===== config.mk =====
export PLATFORM = sky130hd
export DESIGN_NAME = record_deframer_top
export DESIGN_NICKNAME = d
export VERILOG_FILES = /design/src/hw/rtl/rd_pkg.sv /design/src/hw/rtl/record_deframer_top.sv
export SDC_FILE = /design/constraint.sdc
export NUM_CORES = 1
export LEC_CHECK = 0
export BUFFER_PORTS_ARGS = -buffer_cell sky130_fd_sc_hd__buf_4
export CAP_MARGIN = 30
export CORE_ASPECT_RATIO = 1.5
export CORE_MARGIN = 2
export CORE_UTILIZATION = 25
export DETAILED_ROUTE_END_ITERATION = 6
export PLACE_DENSITY = 0.51
export SLEW_MARGIN = 0
export SYNTH_ARGS = -nofsm -noshare
export SYNTH_HDL_FRONTEND = slang
export SYNTH_SLANG_ARGS = --single-unit

===== constraint.sdc =====
create_clock -name clk -period 16.2 [get_ports clk]
set_clock_uncertainty 0.05 [all_clocks]
set_input_delay 0 -clock clk [delete_from_list [all_inputs] [get_ports clk]]
set_output_delay 0 -clock clk [all_outputs]
set_load 0.1 [all_outputs]

===== src/hw/rtl/rd_pkg.sv =====
// Shared constants and codes for the record deframer.
`timescale 1ns / 1ps
`default_nettype none

package rd_pkg;

	// Fixed record header: sync word, name length, data length, 4 bytes each
	localparam int HEADER_BYTES = 12;

	// Default width of the buffer length and byte counters
	localparam int LENGTH_BITS_DEF = 16;

	// Reset value of the name length limit
	localparam logic [7:0] MAX_NAME_RESET = 8'd79;

	// Register index, taken from paddr[2]
	localparam logic REG_SYNC_WORD = 1'b0;
	localparam logic REG_MAX_NAME  = 1'b1;

	// Result kinds
	typedef enum logic [1:0] {
		KIND_HEADER = 2'd0,
		KIND_NAME   = 2'd1,
		KIND_DATA   = 2'd2,
		KIND_ERROR  = 2'd3
	} kind_t;

	// Error codes
	typedef enum logic [1:0] {
		ERR_NONE     = 2'd0,
		ERR_SYNC     = 2'd1,
		ERR_NAME_LEN = 2'd2,
		ERR_SIZE     = 2'd3
	} err_t;

endpackage

`default_nettype wire


===== src/hw/rtl/record_deframer_top.sv =====
// Record deframer: splits an aggregated byte buffer into header, name and data results.
// Each accepted byte passes through the input register and then the result register.
// Throughput: one byte per cycle; the only hold-off is a stalled full result register.
// Each byte is decided in one pass through the phase logic between the two registers.
// Reset: control state cleared, sync_word 0, max_name_length 79; all bytes are ignored
// until a byte with first_of_buffer set opens a buffer.
`timescale 1ns / 1ps
`default_nettype none

module record_deframer_top #(
	parameter int LENGTH_BITS = rd_pkg::LENGTH_BITS_DEF
) (
	input  wire logic        clk,
	input  wire logic        arst_n,
	// APB-style configuration port
	input  wire logic        psel,
	input  wire logic        penable,
	input  wire logic        pwrite,
	input  wire logic [2:0]  paddr,
	input  wire logic [31:0] pwdata,
	output logic      [31:0] prdata,
	output logic             pready,
	// Byte input channel
	input  wire logic        in_valid,
	output logic             in_stall,
	input  wire logic [7:0]  in_byte,
	input  wire logic        first_of_buffer,
	input  wire logic [15:0] buffer_length,
	input  wire logic        is_aggregate,
	// Result channel
	output logic             out_valid,
	input  wire logic        out_stall,
	output logic [1:0]       out_kind,
	output logic [7:0]       out_byte,
	output logic [7:0]       name_len,
	output logic [15:0]      data_len,
	output logic [1:0]       error_code,
	output logic             last
);

	typedef enum logic [2:0] {
		PH_IDLE,
		PH_SYNC,
		PH_NAMELEN,
		PH_DATALEN,
		PH_NAME,
		PH_DATA,
		PH_PASS
	} phase_t;

	typedef logic [LENGTH_BITS-1:0] len_t;

	// Configuration registers
	logic [31:0] sync_word_q;
	logic [7:0]  max_name_q;

	// Input register
	logic        valid_s1;
	logic [7:0]  byte_s1;
	logic        first_s1;
	logic [15:0] blen_s1;
	logic        agg_s1;

	// Parser state
	phase_t      phase_q;
	logic [1:0]  cnt_q;
	logic [23:0] field_q;
	logic [7:0]  name_left_q;
	len_t        data_left_q;
	len_t        remain_q;
	len_t        total_q;
	logic        stopped_q;
	logic [7:0]  rec_nl_q;
	logic [15:0] rec_dl_q;

	// Result register
	logic        out_valid_q;
	rd_pkg::kind_t kind_q;
	logic [7:0]  obyte_q;
	logic [7:0]  onl_q;
	logic [15:0] odl_q;
	rd_pkg::err_t err_q;
	logic        last_q;

	logic        in_accept;
	logic        advance;
	logic        cfg_write;

	// Next-state and result signals
	phase_t      phase_d;
	logic [1:0]  cnt_d;
	logic [23:0] field_d;
	logic [7:0]  name_left_d;
	len_t        data_left_d;
	len_t        remain_d;
	len_t        total_d;
	logic        stopped_d;
	logic [7:0]  rec_nl_d;
	logic [15:0] rec_dl_d;
	logic        emit;
	rd_pkg::kind_t kind_d;
	logic [7:0]  obyte_d;
	logic [7:0]  onl_d;
	logic [15:0] odl_d;
	rd_pkg::err_t err_d;
	logic        last_d;
	logic [31:0] word;
	len_t        remain_dec;
	logic [7:0]  name_dec;
	len_t        data_dec;

	// Handshakes
	assign in_accept = in_valid && !in_stall;
	assign advance   = valid_s1 && (!out_valid_q || !out_stall);
	assign in_stall  = valid_s1 && !advance;
	assign cfg_write = psel && penable && pwrite && pready;
	assign pready    = 1'b1;

	// Configuration write
	always_ff @(posedge clk or negedge arst_n) begin
		if (!arst_n) begin
			sync_word_q <= '0;
			max_name_q  <= rd_pkg::MAX_NAME_RESET;
		end else if (cfg_write) begin
			if (paddr[2] == rd_pkg::REG_SYNC_WORD) begin
				sync_word_q <= pwdata;
			end else begin
				max_name_q <= pwdata[7:0];
			end
		end
	end

	// Configuration read
	always_comb begin
		if (paddr[2] == rd_pkg::REG_MAX_NAME) begin
			prdata = {24'd0, max_name_q};
		end else begin
			prdata = sync_word_q;
		end
	end

	// Input register
	always_ff @(posedge clk or negedge arst_n) begin
		if (!arst_n) begin
			valid_s1 <= 1'b0;
		end else if (in_accept) begin
			valid_s1 <= 1'b1;
		end else if (advance) begin
			valid_s1 <= 1'b0;
		end
	end

	always_ff @(posedge clk) begin
		if (in_accept) begin
			byte_s1  <= in_byte;
			first_s1 <= first_of_buffer;
			blen_s1  <= buffer_length;
			agg_s1   <= is_aggregate;
		end
	end

	// Per-byte phase logic
	always_comb begin
		phase_d     = phase_q;
		cnt_d       = cnt_q;
		field_d     = field_q;
		name_left_d = name_left_q;
		data_left_d = data_left_q;
		remain_d    = remain_q;
		total_d     = total_q;
		stopped_d   = stopped_q;
		rec_nl_d    = rec_nl_q;
		rec_dl_d    = rec_dl_q;
		emit        = 1'b0;
		kind_d      = rd_pkg::KIND_HEADER;
		obyte_d     = '0;
		onl_d       = '0;
		odl_d       = '0;
		err_d       = rd_pkg::ERR_NONE;
		last_d      = 1'b0;

		// A first byte opens a new buffer and drops whatever was in progress
		if (first_s1) begin
			total_d     = len_t'(blen_s1);
			remain_d    = len_t'(blen_s1);
			stopped_d   = 1'b0;
			phase_d     = agg_s1 ? PH_SYNC : PH_PASS;
			cnt_d       = '0;
			field_d     = '0;
			name_left_d = '0;
			data_left_d = '0;
			rec_nl_d    = '0;
			rec_dl_d    = '0;
		end

		word       = {byte_s1, field_d};
		remain_dec = remain_d - len_t'(1);
		name_dec   = name_left_d - 8'd1;
		data_dec   = data_left_d - len_t'(1);

		if (stopped_d || remain_d == '0) begin
			stopped_d = 1'b1;
		end else begin
			case (phase_d)
				PH_PASS: begin
					remain_d = remain_dec;
					emit     = 1'b1;
					kind_d   = rd_pkg::KIND_DATA;
					obyte_d  = byte_s1;
					odl_d    = 16'(total_d);
					last_d   = (remain_dec == '0);
				end
				PH_SYNC, PH_NAMELEN, PH_DATALEN: begin
					// Short tail: too few bytes left for another record
					if (phase_d == PH_SYNC && cnt_d == 2'd0 &&
							remain_d <= len_t'(rd_pkg::HEADER_BYTES)) begin
						stopped_d = 1'b1;
						phase_d   = PH_IDLE;
					end else begin
						remain_d = remain_dec;
						if (cnt_d != 2'd3) begin
							// Collect little-endian field bytes
							case (cnt_d)
								2'd0:    field_d[7:0]   = byte_s1;
								2'd1:    field_d[15:8]  = byte_s1;
								default: field_d[23:16] = byte_s1;
							endcase
							cnt_d = cnt_d + 2'd1;
						end else begin
							cnt_d   = '0;
							field_d = '0;
							case (phase_d)
								PH_SYNC: begin
									if (word != sync_word_q) begin
										stopped_d = 1'b1;
										phase_d   = PH_IDLE;
										emit      = 1'b1;
										kind_d    = rd_pkg::KIND_ERROR;
										err_d     = rd_pkg::ERR_SYNC;
										last_d    = 1'b1;
									end else begin
										phase_d = PH_NAMELEN;
									end
								end
								PH_NAMELEN: begin
									if (word > {24'd0, max_name_q}) begin
										stopped_d = 1'b1;
										phase_d   = PH_IDLE;
										emit      = 1'b1;
										kind_d    = rd_pkg::KIND_ERROR;
										err_d     = rd_pkg::ERR_NAME_LEN;
										last_d    = 1'b1;
									end else begin
										name_left_d = word[7:0];
										phase_d     = PH_DATALEN;
									end
								end
								default: begin
									// Unsigned size check without wrap
									if (({1'b0, word} + {25'd0, name_left_d}) >
											33'(remain_dec)) begin
										stopped_d = 1'b1;
										phase_d   = PH_IDLE;
										emit      = 1'b1;
										kind_d    = rd_pkg::KIND_ERROR;
										err_d     = rd_pkg::ERR_SIZE;
										last_d    = 1'b1;
									end else begin
										data_left_d = len_t'(word);
										rec_nl_d    = name_left_d;
										rec_dl_d    = word[15:0];
										if (name_left_d != '0) begin
											phase_d = PH_NAME;
										end else if (word != '0) begin
											phase_d = PH_DATA;
										end else begin
											phase_d = PH_SYNC;
										end
										emit   = 1'b1;
										kind_d = rd_pkg::KIND_HEADER;
										onl_d  = name_left_d;
										odl_d  = word[15:0];
										last_d = (name_left_d == '0) && (word == '0);
									end
								end
							endcase
						end
					end
				end
				PH_NAME: begin
					remain_d    = remain_dec;
					name_left_d = name_dec;
					if (name_dec == '0) begin
						phase_d = (data_left_d != '0) ? PH_DATA : PH_SYNC;
					end
					emit    = 1'b1;
					kind_d  = rd_pkg::KIND_NAME;
					obyte_d = byte_s1;
					onl_d   = rec_nl_d;
					odl_d   = rec_dl_d;
					last_d  = (name_dec == '0) && (data_left_d == '0);
				end
				PH_DATA: begin
					remain_d    = remain_dec;
					data_left_d = data_dec;
					if (data_dec == '0) begin
						phase_d = PH_SYNC;
					end
					emit    = 1'b1;
					kind_d  = rd_pkg::KIND_DATA;
					obyte_d = byte_s1;
					onl_d   = rec_nl_d;
					odl_d   = rec_dl_d;
					last_d  = (data_dec == '0);
				end
				default: begin
					stopped_d = 1'b1;
				end
			endcase
		end
	end

	// Parser state and result register
	always_ff @(posedge clk or negedge arst_n) begin
		if (!arst_n) begin
			phase_q     <= PH_IDLE;
			cnt_q       <= '0;
			field_q     <= '0;
			name_left_q <= '0;
			data_left_q <= '0;
			remain_q    <= '0;
			total_q     <= '0;
			stopped_q   <= 1'b1;
			rec_nl_q    <= '0;
			rec_dl_q    <= '0;
			out_valid_q <= 1'b0;
		end else begin
			if (advance) begin
				phase_q     <= phase_d;
				cnt_q       <= cnt_d;
				field_q     <= field_d;
				name_left_q <= name_left_d;
				data_left_q <= data_left_d;
				remain_q    <= remain_d;
				total_q     <= total_d;
				stopped_q   <= stopped_d;
				rec_nl_q    <= rec_nl_d;
				rec_dl_q    <= rec_dl_d;
				// result register is empty or being taken here
				out_valid_q <= emit;
			end else if (!out_stall) begin
				out_valid_q <= 1'b0;
			end
		end
	end

	always_ff @(posedge clk) begin
		if (advance && emit) begin
			kind_q  <= kind_d;
			obyte_q <= obyte_d;
			onl_q   <= onl_d;
			odl_q   <= odl_d;
			err_q   <= err_d;
			last_q  <= last_d;
		end
	end

	// Result port
	assign out_valid  = out_valid_q;
	assign out_kind   = kind_q;
	assign out_byte   = obyte_q;
	assign name_len   = onl_q;
	assign data_len   = odl_q;
	assign error_code = err_q;
	assign last       = last_q;

`ifndef SYNTHESIS
	// An error result always closes the record and carries a real code
	a_err_last: assert property (@(posedge clk) disable iff (!arst_n)
		(out_valid && out_kind == rd_pkg::KIND_ERROR) |->
			(last && error_code != rd_pkg::ERR_NONE))
		else $error("error result without last or code");

	// After an error is produced the parser ignores the rest of the buffer
	a_err_stops: assert property (@(posedge clk) disable iff (!arst_n)
		(advance && emit && kind_d == rd_pkg::KIND_ERROR) |=> stopped_q)
		else $error("parser still running after error");

	// Idle phase only while stopped
	a_idle_stopped: assert property (@(posedge clk) disable iff (!arst_n)
		(phase_q == PH_IDLE) |-> stopped_q)
		else $error("idle phase while not stopped");

	// Name bytes only for records with a nonzero name
	a_name_len: assert property (@(posedge clk) disable iff (!arst_n)
		(out_valid && out_kind == rd_pkg::KIND_NAME) |-> (name_len != '0))
		else $error("name byte with zero name length");
`endif

endmodule

`default_nettype wire


## After elaboration in Yosys (flattened, before gate mapping)

Cells that the tools add are included.

| cells by class | value |
|---|---|
| reductions and logical operators | 38 |
| order comparisons | 3 |
| bitwise gates (word level) | 3 |
| muxes and demuxes | 107 |
| add/subtract/negate cells | 5 |
| eq/ne operators | 10 |

Operator list:

| cell | count |
|---|---|
| 2-to-1 mux 16 bit | 21 |
| 2-to-1 mux 8 bit | 20 |
| 2-to-1 mux 24 bit | 5 |
| zero test 16 bit | 4 |
| one-hot mux 16 bit (2 select lines) | 2 |
| one-hot mux 16 bit (3 select lines) | 1 |
| adder 32 x 8 -> 33 bit | 1 |
| greater-than comparator 33 x 16 -> 1 bit | 1 |
| 2-to-1 mux 3 bit | 11 |
| greater-than comparator 32 x 8 -> 1 bit | 1 |
| zero test 32 bit | 1 |
| 2-to-1 mux 32 bit | 1 |
| != test 32 bit | 1 |
| one-hot mux 8 bit (2 select lines) | 2 |
| nonzero test 32 bit | 1 |
| subtractor 16 x 1 -> 16 bit, second input constant | 2 |
| 2-to-1 mux 2 bit | 13 |
| 2-to-1 mux 1 bit | 20 |
| <= comparator 16 x 4 -> 1 bit, second input constant | 1 |
| zero test 8 bit | 2 |
| nonzero test 16 bit | 1 |
| logical AND 1 bit | 10 |
| one-hot mux 1 bit (2 select lines) | 5 |
| OR reduction 2 bit | 5 |
| 22 further kinds | 34 |

| word-level totals | value |
|---|---|
| bits in registers | 215 |
| logic and storage cells | 190 |

## Longest topological paths before layout

Gate-level depths: netlist of the first run.

| depth | value |
|---|---|
| depth after elaboration | 10 |
| gate-level depth with buffers | 31 |
| depth with buffers taken out | 24 |

## Worst setup path before layout of the first run

No wires, ideal clock.

| path | value |
|---|---|
| path kind | reg-to-reg |
| start | reg first_s1 |
| end | reg odl_q[2], in the netlist data_len[2], data pin |
| data arrival time | 6.385 ns |
| setup slack | 9.597 ns |
| data required time | 15.983 ns |
| cell stages (with the launch flop) | 29 |
| cells stage by stage | edfxtp_1 > clkbuf_1 > buf_2 > buf_2 > buf_1 > clkbuf_1 > buf_1 > buf_1 > nor2b_1 > fa_1 > maj3_2 > maj3_1 > a311oi_1 > buf_2 > o21ai_0 > a21oi_1 > ha_1 > a211oi_1 > nor2_1 > nor3_1 > nor2_1 > o41ai_1 > and3_1 > nand4_1 > buf_6 > nor3_4 > buf_6 > nand2_1 > a221oi_2 |

| on the way | value |
|---|---|
| longest elaborated chain between the ends | 8 |
| elaborated cells on any way between the ends | 32 |
| classes of those cells | 2 x add/sub; 2 x order compare; 7 x eq/ne; 13 x mux; 8 x reduce/logical |

RTL lines:

| item | line | source |
|---|---|---|
| start: declaration | record_deframer_top.sv:60 | `logic first_s1;` |
| start signal: assignment | record_deframer_top.sv:156 | `first_s1 <= first_of_buffer;` |
| 2-to-1 mux 24 bit (tied with other cells) | record_deframer_top.sv:183 | `if (first_s1) begin` |
| adder 32 x 8 -> 33 bit / subtractor 16 x 1 -> 16 bit (equally long branches) | record_deframer_top.sv:260, record_deframer_top.sv:197 |  |
| greater-than comparator 33 x 16 -> 1 bit | record_deframer_top.sv:260 | `if (({1'b0, word} + {25'd0, name_left_d}) >` |
| 2-to-1 mux 16 bit | record_deframer_top.sv:260 |  |
| 2-to-1 mux 16 bit | record_deframer_top.sv:232 | `case (phase_d)` |
| 2-to-1 mux 16 bit | record_deframer_top.sv:221 | `if (cnt_d != 2'd3) begin` |
| 2-to-1 mux 16 bit | record_deframer_top.sv:215 | `if (phase_d == PH_SYNC && cnt_d == 2'd0 &&` |
| one-hot mux 16 bit (3 select lines) | record_deframer_top.sv:204 | `case (phase_d)` |
| end signal: assignment | record_deframer_top.sv:362 | `odl_q <= odl_d;` |
| end: declaration | record_deframer_top.sv:81 | `logic [15:0] odl_q;` |

Several ways; a longest one is shown, not always the timed one.
A chain may end at the register's enable or synchronous reset.

## Worst setup path in the final report of the first run

| path | value |
|---|---|
| start | reg first_s1 |
| end | reg rec_dl_q[6] |

| on the way | value |
|---|---|
| longest elaborated chain between the ends | 9 |
| elaborated cells on any way between the ends | 28 |
| classes of those cells | 2 x add/sub; 2 x order compare; 4 x eq/ne; 13 x mux; 7 x reduce/logical |

RTL lines:

| item | line | source |
|---|---|---|
| 2-to-1 mux 24 bit (tied with other cells) | record_deframer_top.sv:183 |  |
| adder 32 x 8 -> 33 bit / subtractor 16 x 1 -> 16 bit (equally long branches) | record_deframer_top.sv:260, record_deframer_top.sv:197 |  |
| greater-than comparator 33 x 16 -> 1 bit | record_deframer_top.sv:260 |  |
| 2-to-1 mux 16 bit | record_deframer_top.sv:260 |  |
| 2-to-1 mux 16 bit | record_deframer_top.sv:232 |  |
| 2-to-1 mux 16 bit | record_deframer_top.sv:221 |  |
| 2-to-1 mux 16 bit | record_deframer_top.sv:215 |  |
| 2-to-1 mux 16 bit | record_deframer_top.sv:204 |  |
| 2-to-1 mux 16 bit (*) | record_deframer_top.sv:201 | `if (stopped_d \|\| remain_d == '0) begin` |
| end signal: assignment | record_deframer_top.sv:348 | `rec_dl_q <= rec_dl_d;` |
| end: declaration | record_deframer_top.sv:74 | `logic [15:0] rec_dl_q;` |

Every way passes the cells marked *; elsewhere a longest branch is shown, timed or not.

==> metrics.txt, run 1 <==
top cells by area, synth=dfrtp_1 (27%), edfxtp_1 (14%), nand2_1 (4.8%); EDFF count, synth=63; fmax=133 MHz; area taken by flip-flops and latches=roughly 0.0057 mm2; Inserted Clock Buffers=23; CP arrival=7.89 ns; footprint of the multi-input gates=approximately 0.0074 mm2; Pint=between 1 and 1.5 mW; hpwl dp=around 38 mm; Reg power frac=0.347; number of top-level pins=140; aggregate routed wire length=just over 50 mm; Post-Syn Instances=~1,500; Die ar.=between 0.05 and 0.06 mm2; die height=around 300 um; drt first-iter violations=between 900 and 1,000; Finished Core Util=0.308; leakage=just under 7 nW; Worst Path Max Fanout=127; CP startpoint kind=flop; Rows=~110; fin crit share=0.463; first-pass GRT wire length=a little under 80 mm; ANT cells=0; relative slew slack=0.300; initial antenna violation count=1; final RePlAce weighted congestion=about 0.9; post-route ant nets=0; Synth area leader=dfrtp_1; met3 Track Usage GR=0.0251; Crit path required time=between 15 and 20 ns; share of post-route cells with drive strength above 1=0.178; Vias/cell=5.35; Max Slew Vio Count=0; WS Path Type=reg -> reg; pwr dens=about 150 mW/mm2; clock share of power=0.212; placed cells=2,230; Sw Share=0.470; clk slew on worst S/H paths=approximately 0.06 ns; most frequent cell after synthesis=nand2_1; fin area=between 0.015 and 0.02 mm2; TritonCTS sink count=around 220; Fin Hold WS=~0.10 ns; htree depth=1; total grt overflow=0; core outline area=about 0.055 mm2; share of the synthesized area in the top cell type=0.265; Crit-path slowest cell=a211oi_1; status=completed; Hold Vio Cnt, Final=0; Crit. End Element=flop; Largest stage delay, worst path=approximately 0.85 ns; Avg Inst Size Synth=between 9 and 10 um2; synthesis-stage register bit count=215; wire per inst=around 22 um; MaxCap Viol Count=0; CTS tree=done; largest net degree at the start of global routing=approximately 130; CTS max path bufs=3; Gate power share=0.441; minimum clock period=approximately 7.5 ns; clk_lat worst skew=around 0.55 ns; Die X=just under 200 um; Remaining DRCs=0; yosys warns=0; Synth top cells by count=nand2_1 (175), dfrtp_1 (146), nor2_1 (121); syn_nets=around 1,600; Mapped Area=0.0138 mm2; drt pass-1 iters=5; Fill cells=approximately 5,700; met1 Usage GRT=0.207; IO buf count=between 100 and 150; non-filler cells, final=between 2,000 and 2,500; crit path cell chain=buf_12 -> buf_4 -> nor2b_1 -> ha_1 -> and2b_1 -> and4bb_2 -> a211oi_1 -> nor4_1 -> xor2_1 -> ha_1 -> nand4_1 -> nor2_1 -> o41a_1 -> o41ai_1 -> and3_1 -> nand4_1 -> nor2_4 -> a21oi_2 -> buf_4 -> a22o_1; number of global-route vias before repair=12,523; layout net count=1,731; Async SR Flop Fraction=0.707; Initial Util=0.252; GRT Max-Usage Layer=met2; via count=12,497; unrepaired setup endpoints after global routing=no; area growth from synthesis to layout=22.1%; Worst Tran Pin Value=1.04 ns; Gates resized, CTS repair=0; Hold Path Class=in -> reg; CTS Root Cell=clkbuf_16; GRT met2 Usage=0.316; Placement Cell Area=0.0154 mm2; Synth Flop Type=dfrtp_1; register area share after synthesis=0.414; library cells used by synthesis=94; final setup fails=0; Peak VDD IR=0.124 mV; P_sw=~1.2 mW; GRT Util Overall=0.178; Setup TNS=0 ns
==> cell families after synthesis <==
group           synth area share
other cells             0.000272
compound gates             0.196
simple gates               0.205
flops                      0.414
buf+inv                   0.0482
mux                       0.0598
xor+xnor                  0.0407
fa+ha+maj                 0.0366
==> worst max-delay path, delay by kind of cell, from the launching register on <==
family | cells | cell delay (ns)
AO/OA/AOI/OAI | 5 | 1.64
XOR/XNOR | 1 | 0.19
adder cells (fa/ha/maj) | 2 | 0.76
buffers and inverters | 3 | 1.39
flip-flops | 1 | 0.41
AND/OR/NAND/NOR | 9 | 2.77
==> what timing repair did <==
item                                   CTS  global route
buffers inserted                         0             0
endpoints found under the hold margin  154             0
hold buffers                            64             0
==> routing by layer <==
layer	vias up	share of wire
met3	109	0.053
met5	-	0
met4	0	0.049
met1	6116	0.39
met2	490	0.50
li1	5782	-
==> path summary, 6_finish.rpt <==
| check | depth (start not counted) | end | slack (ns) | startpoint |
|---|---|---|---|---|
| max | 20 | rec_dl_q[6] | 8.70 | first_s1 |
| min | 3 | max_name_q[7] | 0.10 | pwrite |
| max reg2reg | 20 | rec_dl_q[6] | 8.70 | first_s1 |
| min reg2reg | 2 | total_q[7] | 0.43 | total_q[7] |
| max in group asynchronous | 5 | field_q[17] | 14.06 | arst_n |
| min in group asynchronous | 4 | remain_q[10] | 0.49 | arst_n |
==> through the flow <==
stage	worst slack (ns)	power [mW]
floorplan	9.60	1.67
global route	8.36	2.74
global placement	8.47	2.01
CTS	8.79	2.60
detailed placement	8.84	2.03
finish	8.70	2.59
==> power by group through the flow <==
| stage | Combinational [mW] | Sequential, mW | Clock, mW |
|---|---|---|---|
| 2_1_floorplan | 0.757 | 0.909 | 0 |
| 3_3_place_gp | 1.11 | 0.905 | 0 |
| 3_5_place_dp | 1.12 | 0.908 | 0 |
| 4_1_cts | 1.14 | 0.898 | 0.564 |
| 5_1_grt | 1.24 | 0.918 | 0.582 |
| 6_report | 1.15 | 0.900 | 0.549 |
==> sequential cells by signal (all words and copies together) (netlist names), 16 cells and up <==
name	flops
sync_word_q	32
field_q	24
blen_s1	16
data_left_q	16
data_len	16
rec_dl_q	16
remain_q	16
total_q	16
==> cell type report <==
class	instances	share of cell area
multi-input combinational	1117	0.442
sequential	215	0.339
timing repair buffer	225	0.113
tap	695	0.0516
clock buffer	28	0.0365
inverter	43	0.00959
clock inverter	14	0.00855
==> cells in the final DEF (no fill, tap or decap), types with 25 or more instances in the layout <==
cell type / synthesis / routed
nand2_1: 175 / 175
buf_4: 3 / 156
dfrtp_1: 146 / 146
nor2_1: 121 / 120
o21ai_0: 73 / 73
edfxtp_1: 63 / 63
dlygate4sd3_1: 0 / 63
a21oi_1: 58 / 58
nor3_1: 55 / 55
mux2_2: 50 / 50
a22o_1: 50 / 50
nor2b_1: 43 / 43
xnor2_1: 42 / 42
inv_1: 42 / 42
nand3_1: 39 / 39
ha_1: 37 / 37
a31oi_1: 31 / 31
mux2i_1: 25 / 25
Power figures use the tool's default switching activity.
==> run 2: changes to the inputs <==
--- a/config.mk
+++ b/config.mk
@@ -5,6 +5,7 @@
 export SDC_FILE = /design/constraint.sdc
 export NUM_CORES = 1
 export LEC_CHECK = 0
+export ABC_AREA = 1
 export BUFFER_PORTS_ARGS = -buffer_cell sky130_fd_sc_hd__buf_4
 export CAP_MARGIN = 30
 export CORE_ASPECT_RATIO = 1.5
==> constraint.sdc (replaced) <==
create_clock -name clk -period 7.87 [get_ports clk]
set_clock_uncertainty 0.05 [all_clocks]
set_input_delay 0 -clock clk [delete_from_list [all_inputs] [get_ports clk]]
set_output_delay 0 -clock clk [all_outputs]
set_load 0.1 [all_outputs]
==> run 2 against run 1 <==
Synthesized area increased by 8.4%. Clock power increased by 110%. First-iteration DRC count is 14% higher. Global-route usage fell by 0.13 points. Worst hold slack got worse by 0.082 ns. Design area is 7.8% higher. Largest power group unchanged. Highest routed layer unchanged.
==> metrics.txt, run 2 <==
wire per inst=18.3 um (-17%); number of global-route vias before repair=13,964 (+12%); Setup TNS=0 ns (unchanged); Pint=2.91 mW (+110%); DR top layer=met4; most common library cell in the layout ignoring fill and taps=nand2_1; most frequent cell after synthesis=nand2_1; R2R Path Start=first_s1; synthesis-stage register bit count=215 (unchanged); minimum clock period=5.82 ns (-1.68 ns); htree depth=1 (unchanged); CP Launch Point=first_s1; first-pass GRT wire length=84.0 mm (+7.5%); Async SR Flop Fraction=0.707 (unchanged); CTS tree=done; clk_lat worst skew=0.56 ns (about the same); Crit-path slowest cell=nor2_4; Met3 Wirelength=2.82 mm (+3.5%); Peak VDD IR=0.137 mV (+11%); Avg Inst Size Synth=7.26 um2 (-22%); final setup fails=0 (unchanged); Worst Tran Pin Value=1.02 ns (-0.0264 ns); IO buf count=136 (unchanged); Max Slew Vio Count=0 (unchanged); GRT Util Overall=0.176 (-0.00134); delay-heaviest family, CP=simple AND/OR/NAND/NOR gates; drt first-iter violations=1,093 (+14%); ANT cells=0 (unchanged); Rows=109 (+3.8%); P_sw=2.61 mW (+110%); pwr dens=304 mW/mm2 (+97%); largest net degree at the start of global routing=85 (-34%); Worst Path Max Fanout=40 (-69%); Fill cells=6,312 (+11%); final RePlAce weighted congestion=0.904 (-1.7%); FF-to-FF End=data_len[6]; status=completed; placed cells=2,901 (+30%); Die ar.=0.0617 mm2 (+8.2%); Remaining DRCs=0 (unchanged); unrepaired setup endpoints after global routing=no; CTS Root Cell=clkbuf_16; Mapped Area=0.0149 mm2 (+8.4%); worst path bufs/invs=3 (unchanged); Initial Util=0.253 (+0.000700); Largest stage delay, worst path=0.53 ns (-0.32 ns); Total Power=5.51 mW (+110%); Die X=204 um (+4.0%); commonest non-fill, non-tap cells in the layout=nand2_1 (488), inv_1 (247), nor2_1 (233), o21ai_0 (155), buf_4 (148); Vias/cell=4.78 (-11%); Largest Register=sync_word_q; CP startpoint kind=flop; routed wl met2=27.3 mm (+5.1%); core outline area=0.0591 mm2 (+8.1%); initial antenna violation count=0 (-1); clock share of power=0.213 (about the same); layout net count=2,323 (+34%); Hold Path Class=in -> reg; Synth Flop Type=dfrtp_1; drt pass-1 iters=6 (+1); postcts setup bufs=0 (unchanged); Inserted Clock Buffers=26 (+13%); clk slew on worst S/H paths=0.06 ns (about the same); yosys warns=0 (unchanged); Largest register FFs=32 (unchanged); hpwl dp=40.6 mm (+7.8%); TritonCTS sink count=215 (unchanged); post-route ant nets=0 (unchanged); relative slew slack=0.322 (+0.0218); Crit path required time=8.22 ns (-8.36 ns); non-filler cells, final=3,014 (+29%); WS Path Type=reg -> reg; leakage=8.30 nW (+23%); Reg2Reg Depth=29 (+45%); CP arrival=6.17 ns (-1.72 ns); Synth area leader=dfrtp_1; area growth from synthesis to layout=21.5%; Post-Syn Instances=2,057 (+39%); CTS max path bufs=3 (unchanged); via count=14,418 (+15%); Hold Vio Cnt, Final=0 (unchanged); total grt overflow=0 (unchanged); r2r setup slk=2.05 ns (-6.65 ns); register area share after synthesis=0.382 (-0.0319); syn_nets=2,163 (+36%); Reg power frac=0.307 (-0.040); die height=303 um (+4.0%); Crit. End Element=flop; MaxCap Viol Count=0 (unchanged); share of the synthesized area in the top cell type=0.245 (-0.0204); Synth top cells by count=nand2_1 (491), inv_1 (248), nor2_1 (233); Gate power share=0.480 (+0.039); aggregate routed wire length=55.1 mm (+6.8%); worst setup path end=data_len[6]; WP depth=29 (+45%); biggest regs=sync_word_q x32, field_q x24; Most common cell on crit path=nand2_1; fin crit share=0.740 (+0.277); share of post-route cells with drive strength above 1=0.143 (-0.0352); routed length on met1=22.5 mm (+11%); fmax=172 MHz (+29%); number of top-level pins=140 (unchanged); Sw Share=0.473 (+0.00234); EDFF count, synth=63 (unchanged); library cells used by synthesis=69 (-27%); top cells by area, synth=dfrtp_1 (24%), edfxtp_1 (13%), nand2_1 (12%)
## run 2: kinds of logic after synthesis
group | count (synthesis) | share of synthesized area
other | 1 | 0.000251
AND/OR/NAND/NOR | 961 | 0.294
adder cells (fa/ha/maj) | 38 | 0.0323
AO/OA/AOI/OAI | 429 | 0.158
buffers and inverters | 350 | 0.0967
XOR/XNOR | 63 | 0.0369
flip-flops | 215 | 0.382
## run 2: timing repair
item                                   in CTS  in global routing
setup endpoints to repair                   0                  0
endpoints found under the hold margin     115                  0
hold buffers                               65                  0
gates resized for setup                     0                  0
## run 2: per-stage QoR
stage	worst slack, ns	hold slack, ns	util	instance area [um2]
6_report	2.05	0.0230	0.307	18100
5_1_grt	1.60	0.0417	0.307	18100
4_1_cts	2.01	0.000461	0.307	18100
3_5_place_dp	2.06	-0.0808	0.282	16700
3_3_place_gp	2.06	-0.0911	0.281	16600
2_1_floorplan	3.28	-0.346	-	14900
## run 2: cell type report
type                            count  area (um2)  share of cell area
Multi-Input combinational cell   1492        7800               0.430
Sequential cell                   215        5700               0.314
Timing Repair Buffer              217        1860               0.102
Inverter                          265         997              0.0549
Tap cell                          777         972              0.0536
Clock buffer                       34         732              0.0403
Clock inverter                     14        87.6             0.00483
## run 2: worst min-delay path, stage by stage
cell and delay, ns:
buf_4 0.10, and3_1 0.17, nand2_2 0.20, o21ai_0 0.10
## run 2: worst min path at each step
stage | end | from | slack, ns | cells past startpoint
2_1_floorplan | cnt_q[0] | arst_n | -0.35 | 0
3_3_place_gp | data_left_q[5] | arst_n | -0.09 | 1
3_5_place_dp | data_left_q[5] | arst_n | -0.08 | 1
4_1_cts | sync_word_q[7] | penable | 0.0005 | 4
5_1_grt | sync_word_q[7] | penable | 0.04 | 4
6_report | sync_word_q[7] | penable | 0.02 | 4
## run 2: power by group through the flow
stage,sequential (mW),clock [mW],combinational [mW]
after global routing,1.73,1.25,2.94
after detailed placement,1.71,0,2.61
after CTS,1.69,1.22,2.65
after global placement,1.70,0,2.57
final,1.69,1.18,2.64
after floorplan,1.85,0,1.78
## run 2: layer usage
layer / vias up / global-route usage
met5: - / 0
met2: 486 / 0.314
met4: 0 / 0.0796
met3: 102 / 0.0141
li1: 7052 / -
met1: 6778 / 0.217
